===== config.mk =====
export PLATFORM = sky130hd
export DESIGN_NAME = rti_color
export DESIGN_NICKNAME = d
export VERILOG_FILES = /design/src/sv/rti_pkg.sv /design/src/sv/rti_color.sv
export SDC_FILE = /design/constraint.sdc
export NUM_CORES = 1
export LEC_CHECK = 0
export BUFFER_PORTS_ARGS = -buffer_cell sky130_fd_sc_hd__buf_4
export CAP_MARGIN = 0
export CORE_MARGIN = 5
export CORE_UTILIZATION = 50
export DETAILED_ROUTE_END_ITERATION = 6
export GPL_TIMING_DRIVEN = 0
export MAX_ROUTING_LAYER = met4
export PLACE_DENSITY = 0.69
export SLEW_MARGIN = 5
export SYNTH_ARGS = -nofsm -noshare
export SYNTH_HDL_FRONTEND = slang
export SYNTH_SLANG_ARGS = --single-unit

===== constraint.sdc =====
create_clock -name vclk -period 9.9
set_input_delay 0.99 -clock vclk [all_inputs]
set_output_delay 0.99 -clock vclk [all_outputs]
set_load 0.01 [all_outputs]

===== src/sv/rti_pkg.sv =====
// Package for the RGB to I420 (BT.601) converter.
// Holds the shared field widths, color coefficients and the line store entry type.
// No dependencies.
`timescale 1ns / 1ps
`default_nettype none

package rti_pkg;

    // Width of the size and mode registers on the configuration port.
    localparam int CFG_W = 12;

    // Studio-range BT.601 coefficients.
    localparam logic signed [9:0] STUDIO_YR = 10'sd66;
    localparam logic signed [9:0] STUDIO_YG = 10'sd129;
    localparam logic signed [9:0] STUDIO_YB = 10'sd25;
    localparam logic signed [9:0] STUDIO_UR = -10'sd38;
    localparam logic signed [9:0] STUDIO_UG = -10'sd74;
    localparam logic signed [9:0] STUDIO_UB = 10'sd112;
    localparam logic signed [9:0] STUDIO_VR = 10'sd56;
    localparam logic signed [9:0] STUDIO_VG = -10'sd47;
    localparam logic signed [9:0] STUDIO_VB = -10'sd9;

    // Full-range coefficients.
    localparam logic signed [9:0] FULL_YR = 10'sd77;
    localparam logic signed [9:0] FULL_YG = 10'sd150;
    localparam logic signed [9:0] FULL_YB = 10'sd29;
    localparam logic signed [9:0] FULL_UR = -10'sd43;
    localparam logic signed [9:0] FULL_UG = -10'sd84;
    localparam logic signed [9:0] FULL_UB = 10'sd127;
    localparam logic signed [9:0] FULL_VR = 10'sd127;
    localparam logic signed [9:0] FULL_VG = -10'sd106;
    localparam logic signed [9:0] FULL_VB = -10'sd21;

    localparam logic signed [19:0] ROUND_8  = 20'sd128;
    localparam logic signed [19:0] ROUND_7  = 20'sd64;
    localparam logic [7:0]         LUMA_OFS = 8'd16;
    localparam logic signed [10:0] CHROMA_OFS = 11'sd128;

    // Per-pixel color components.
    typedef struct packed {
        logic        [7:0] luma;
        logic signed [7:0] u;
        logic signed [7:0] v;
    } t_yuv;

    // One line store entry: horizontal pair sums of U and V.
    typedef struct packed {
        logic signed [9:0] v;
        logic signed [9:0] u;
    } t_pair_sum;

endpackage

`default_nettype wire


===== src/sv/rti_color.sv =====
// Per-pixel RGB to Y/U/V conversion with constant coefficients.
// Combinational; depends on rti_pkg for coefficients and the t_yuv type.
`timescale 1ns / 1ps
`default_nettype none

module rti_color (
    input  wire logic        [7:0] i_red,
    input  wire logic        [7:0] i_green,
    input  wire logic        [7:0] i_blue,
    input  wire logic              i_full_range,
    output rti_pkg::t_yuv          o_yuv
);

    logic signed [9:0]  red_s, green_s, blue_s;
    logic signed [9:0]  k_yr, k_yg, k_yb, k_ur, k_ug, k_ub, k_vr, k_vg, k_vb;
    logic signed [19:0] y_sum, u_sum, v_sum;
    logic signed [19:0] y_sh, u_sh, v_sh;

    assign red_s   = signed'({2'b00, i_red});
    assign green_s = signed'({2'b00, i_green});
    assign blue_s  = signed'({2'b00, i_blue});

    always_comb begin
        if (i_full_range) begin
            k_yr = rti_pkg::FULL_YR;
            k_yg = rti_pkg::FULL_YG;
            k_yb = rti_pkg::FULL_YB;
            k_ur = rti_pkg::FULL_UR;
            k_ug = rti_pkg::FULL_UG;
            k_ub = rti_pkg::FULL_UB;
            k_vr = rti_pkg::FULL_VR;
            k_vg = rti_pkg::FULL_VG;
            k_vb = rti_pkg::FULL_VB;
        end else begin
            k_yr = rti_pkg::STUDIO_YR;
            k_yg = rti_pkg::STUDIO_YG;
            k_yb = rti_pkg::STUDIO_YB;
            k_ur = rti_pkg::STUDIO_UR;
            k_ug = rti_pkg::STUDIO_UG;
            k_ub = rti_pkg::STUDIO_UB;
            k_vr = rti_pkg::STUDIO_VR;
            k_vg = rti_pkg::STUDIO_VG;
            k_vb = rti_pkg::STUDIO_VB;
        end
    end

    assign y_sum = red_s * k_yr + green_s * k_yg + blue_s * k_yb + rti_pkg::ROUND_8;
    assign u_sum = red_s * k_ur + green_s * k_ug + blue_s * k_ub + rti_pkg::ROUND_8;
    // Studio V uses a 7-bit shift with matching rounding.
    assign v_sum = red_s * k_vr + green_s * k_vg + blue_s * k_vb +
                   (i_full_range ? rti_pkg::ROUND_8 : rti_pkg::ROUND_7);

    assign y_sh = y_sum >>> 8;
    assign u_sh = u_sum >>> 8;
    assign v_sh = i_full_range ? (v_sum >>> 8) : (v_sum >>> 7);

    always_comb begin
        o_yuv.luma = y_sh[7:0] + (i_full_range ? 8'd0 : rti_pkg::LUMA_OFS);
        o_yuv.u    = u_sh[7:0];
        o_yuv.v    = v_sh[7:0];
    end

endmodule

`default_nettype wire


# After elaboration in Yosys (flattened, before gate mapping)
# Cells that the tools add are included.
# totals
regBits	0
latch_bits	0
ramBits	0
mem_bits_ro	0
in_bits	25
output_inout_bits	24
word_cells	31
n_memories	0
# op_classes
addsub	10
mul	9
div	0
magnitude_cmp	0
eq_ne	0
shift	0
mux	12
bitwise_logic	0
reduce_logical	0
# ops
op	count
adder 16 bit	3
multiplier 8 x 7 -> 15 bit	3
adder 16 x 9 -> 16 bit, second input constant	2
multiplier 9 x 8 -> 16 bit	2
two-way mux 5 bit	4
adder 15 x 16 -> 16 bit	1
adder 16 x 13 -> 16 bit	1
adder 16 x 15 -> 16 bit	1
adder 16 x 9 -> 16 bit	1
multiplier 8 x 8 -> 16 bit	1
multiplier 9 x 7 -> 16 bit	1
two-way mux 8 bit	2
multiplier 9 x 6 -> 15 bit	1
two-way mux 7 bit	2
multiplier 8 x 5 -> 13 bit	1
two-way mux 4 bit	3
adder 8 x 5 -> 8 bit	1
two-way mux 3 bit	1

# Logic depth before layout (Yosys ltp)
# logic_depth
word_depth	6
mapped_depth	37
mapped_depth_nobuf	34

# Least setup slack after synthesis
# Ideal clock, no wire load.
# synth_timing
path_kind	input to output
from	input port i_full_range
to	output port o_yuv[6] in the netlist's numbering
arrival_ps	9168
t_required_ps	8910
setup_slack_ps	-258
cell_stages	37
n_path_buf	4
path_cell_list	buf_2 > clkbuf_1 > clkbuf_1 > nand2_1 > fa_1 > inv_1 > ha_1 > ha_1 > inv_1 > fa_1 > inv_1 > ha_1 > nor2b_1 > o21a_1 > o21ai_0 > nand2b_1 > a21oi_1 > xnor2_1 > ha_1 > fa_1 > fa_1 > inv_1 > fa_1 > inv_1 > fa_1 > inv_1 > fa_1 > inv_1 > ha_1 > clkbuf_1 > a21oi_1 > o21ai_0 > o21ba_2 > a21boi_2 > nor3_1 > a21o_1 > a221oi_1
# synth_rtl
item	line	source
from (decl)	rti_color.sv:10	input wire logic i_full_range,
to (decl)	rti_color.sv:11	output rti_pkg::t_yuv o_yuv

==> summary.md <==
| Metric | Value |
|---|---|
| Run status | complete, no violations |
| Number of setup violations in the final report | 0 |
| Buf/Inv on CP | 9 |
| Count of TritonRoute iterations in the first routing pass | 5 |
| Most frequently used cell type in the post-synthesis netlist | sky130_fd_sc_hd__inv_1 |
| Final Wtd Congestion | 0.950 |
| Number of nets with antenna violations after routing | 0 |
| Maximum clock frequency | 102 MHz |
| Final core utilization | 55.6% |
| Synth cell count leaders | sky130_fd_sc_hd__inv_1, sky130_fd_sc_hd__ha_1, sky130_fd_sc_hd__fa_1 |
| First-pass GRT wire length | 52900 um |
| Count of unresolved DRC violations after routing | 0 |
| Most numerous cell on the critical path | sky130_fd_sc_hd__fa_1 |
| Top Family by Delay on Critical Path | adder cells |
| Number of violations of the max-capacitance limit | 0 |
| Post-route standard cell area excluding fillers | 14400 um2 |
| Number of top-level pins | 49 |
| Share of final-layout standard cells stronger than drive strength 1 | 8.86% |
| Endpoint required time on the critical path | 8.91 ns |
| Fin crit period | 9.84 ns |
| Final antenna diode count | 0 |
| Vias per inst | 5.13 |
| Clock buffer instance count of the final layout | 0 |
| Iteration-0 DRC count of the detailed router | 499 |
| Starting utilization of the core area | 50.5% |
| Vias in the first global route | 9974 |
| Maximum cell stage delay along the critical path | 0.54 ns |
| Sequential cell area fraction in the yosys report | 0% |
| HPWL after DPL | 28200 um |
| Type of the setup path with the least slack | in2out |
| Routed wire per std cell | 18.0 um |
| Yosys warns | 0 |
| Final sequential cell count | 0 |
| Type of destination of the critical path | primary output |
| GRT Total Usage | 23.9% |
| Number of hold-repair buffers added at the cts stage | 0 |
| Max Fanout on Critical Path | 6 |
| Overall die area | 29500 um2 |
| Arrival time of the worst setup path | 8.85 ns |
| Cell types with the largest area share after synthesis | sky130_fd_sc_hd__fa_1, sky130_fd_sc_hd__ha_1, sky130_fd_sc_hd__inv_1, sky130_fd_sc_hd__xnor2_1, sky130_fd_sc_hd__nand2_1 |
| Core Rows | 59 |
| Number of filler instances in the final layout | 2307 |
| Count of pins over their slew limit | 0 |
| Synth unique cells | 53 |
| Final hold violation count | 0 |
| Type of element launching the critical path | primary input |
| Worst slack on hold paths | 2.47 ns |
| Routed via count | 9296 |
| Library cell with the largest summed area after synthesis | sky130_fd_sc_hd__fa_1 |
| Mapped Avg Cell Area | 9.34 um2 |
| Count of nets after finishing | 2070 |
| Final worst-path cycle share | 99.4% |
| Horizontal die dimension | 172 um |
| Maximum number of pins on one net before global-route repair | 12 |
| PortBufs | 48 |
| Max transition margin | 31.7% |
| Die Y | 172 um |
| Tightest Pin Transition | 1.02 ns |
| Setup repair after global routing missed its margin | yes |
| Number of antenna violations at the first check in global routing | 0 |
| Area taken by flip-flops and latches | 0 um2 |
| Final wirelength | 32600 um |
| Critical-path cell with the highest stage delay | sky130_fd_sc_hd__fa_1 |
| Area of combinational cells with multiple inputs | 11500 um2 |
| Number of instances in the synthesized netlist | 1400 |
| Worst min path class | in2out |
| Share of Yosys cell area claimed by the top area cell type | 42.3% |
| Area overhead of the layout relative to synthesis | 10.2% |
| Remaining global-route overflow | 0 |
| Dpl cell area | 13900 um2 |
| Area of the core | 25900 um2 |
| Netlist Area Pre-Place | 13100 um2 |
[cell families after synthesis]
| family | Yosys count | share of synthesized area, % |
|---|---|---|
| adders and majority gates | 565 | 69.9 |
| buffers and inverters | 500 | 14.4 |
| and+or+nand+nor | 151 | 5.42 |
| AOI/OAI and AO/OA | 126 | 6.49 |
| xor gates and xnor gates | 54 | 3.62 |
| muxes | 2 | 0.153 |
| other | 2 | 0.0574 |
[path summary, 6_finish.rpt]
path / startpoint / end / slack (ns) / depth (start not counted)
worst max-delay path: i_full_range / o_yuv[7] / 0.06 / 36
worst min-delay path: i_full_range / o_yuv[6] / 2.47 / 4
[cell type report]
type / count / area share, %
Inverter: 472 / 12.4
Buffer: 27 / 1.25
Multi-Input combinational cell: 912 / 79.9
Timing Repair Buffer: 67 / 3.53
Tap cell: 335 / 2.91
[metrics by stage]
stage	setup TNS [ns]	cells	worst slack, ns
after global placement	-9.94	1795	-1.35
final	0	1813	0.0600
after detailed placement	-10.74	1795	-1.42
after CTS	-0.0669	1802	-0.0470
after global routing	-1.10	1813	-0.266
after floorplan	0	1412	0.0200
[cell usage in the layout (no fill, tap or decap), drive strengths merged, types with 2 or more instances in the layout]
cell type	netlist	layout
nor2b	12	12
a22o	2	2
conb	2	14
a21boi	4	4
a211oi	4	4
o41ai	2	2
inv	472	469
nand3	6	6
nand2	54	54
nor2	43	43
o21ai	36	36
nor3	12	12
and3	3	3
o211ai	2	2
clkbuf	26	23
fa	276	276
xor2	14	14
buf	2	71
a31o	2	2
or2	3	3
mux2i	2	2
a31oi	6	6
a21oi	31	31
a211o	2	2
a21o	17	17
and2	5	5
or3	4	4
o21a	5	5
nand2b	5	5
xnor2	40	40
ha	289	289
a41oi	2	2
nand4b	3	3
o21bai	4	4
clkinvlp	0	2
[per-layer routing]
layer,track usage [%],part of all wire [%],vias up
met1,32.0,42,4628
met3,2.39,5.4,62
met4,6.48,3.7,0
met5,-,0,-
li1,-,-,4337
met2,39.1,49,269
[timing repair]
action                                  in CTS  in global routing
pin swaps                                    3                 30
cloned                                       1                  0
gates resized for setup                     43                 42
endpoints found under the setup margin      16                 12
buffers inserted                             7                 11
[tightest hold or removal path, cell delays in order]
cell	delay, ns
sky130_fd_sc_hd__buf_12	0.09
sky130_fd_sc_hd__buf_8	0.18
sky130_fd_sc_hd__a221oi_2	0.07
sky130_fd_sc_hd__buf_4	0.14
Power is not shown: default switching activity piles up to over one toggle a cycle in this logic, so the estimate is an artifact.
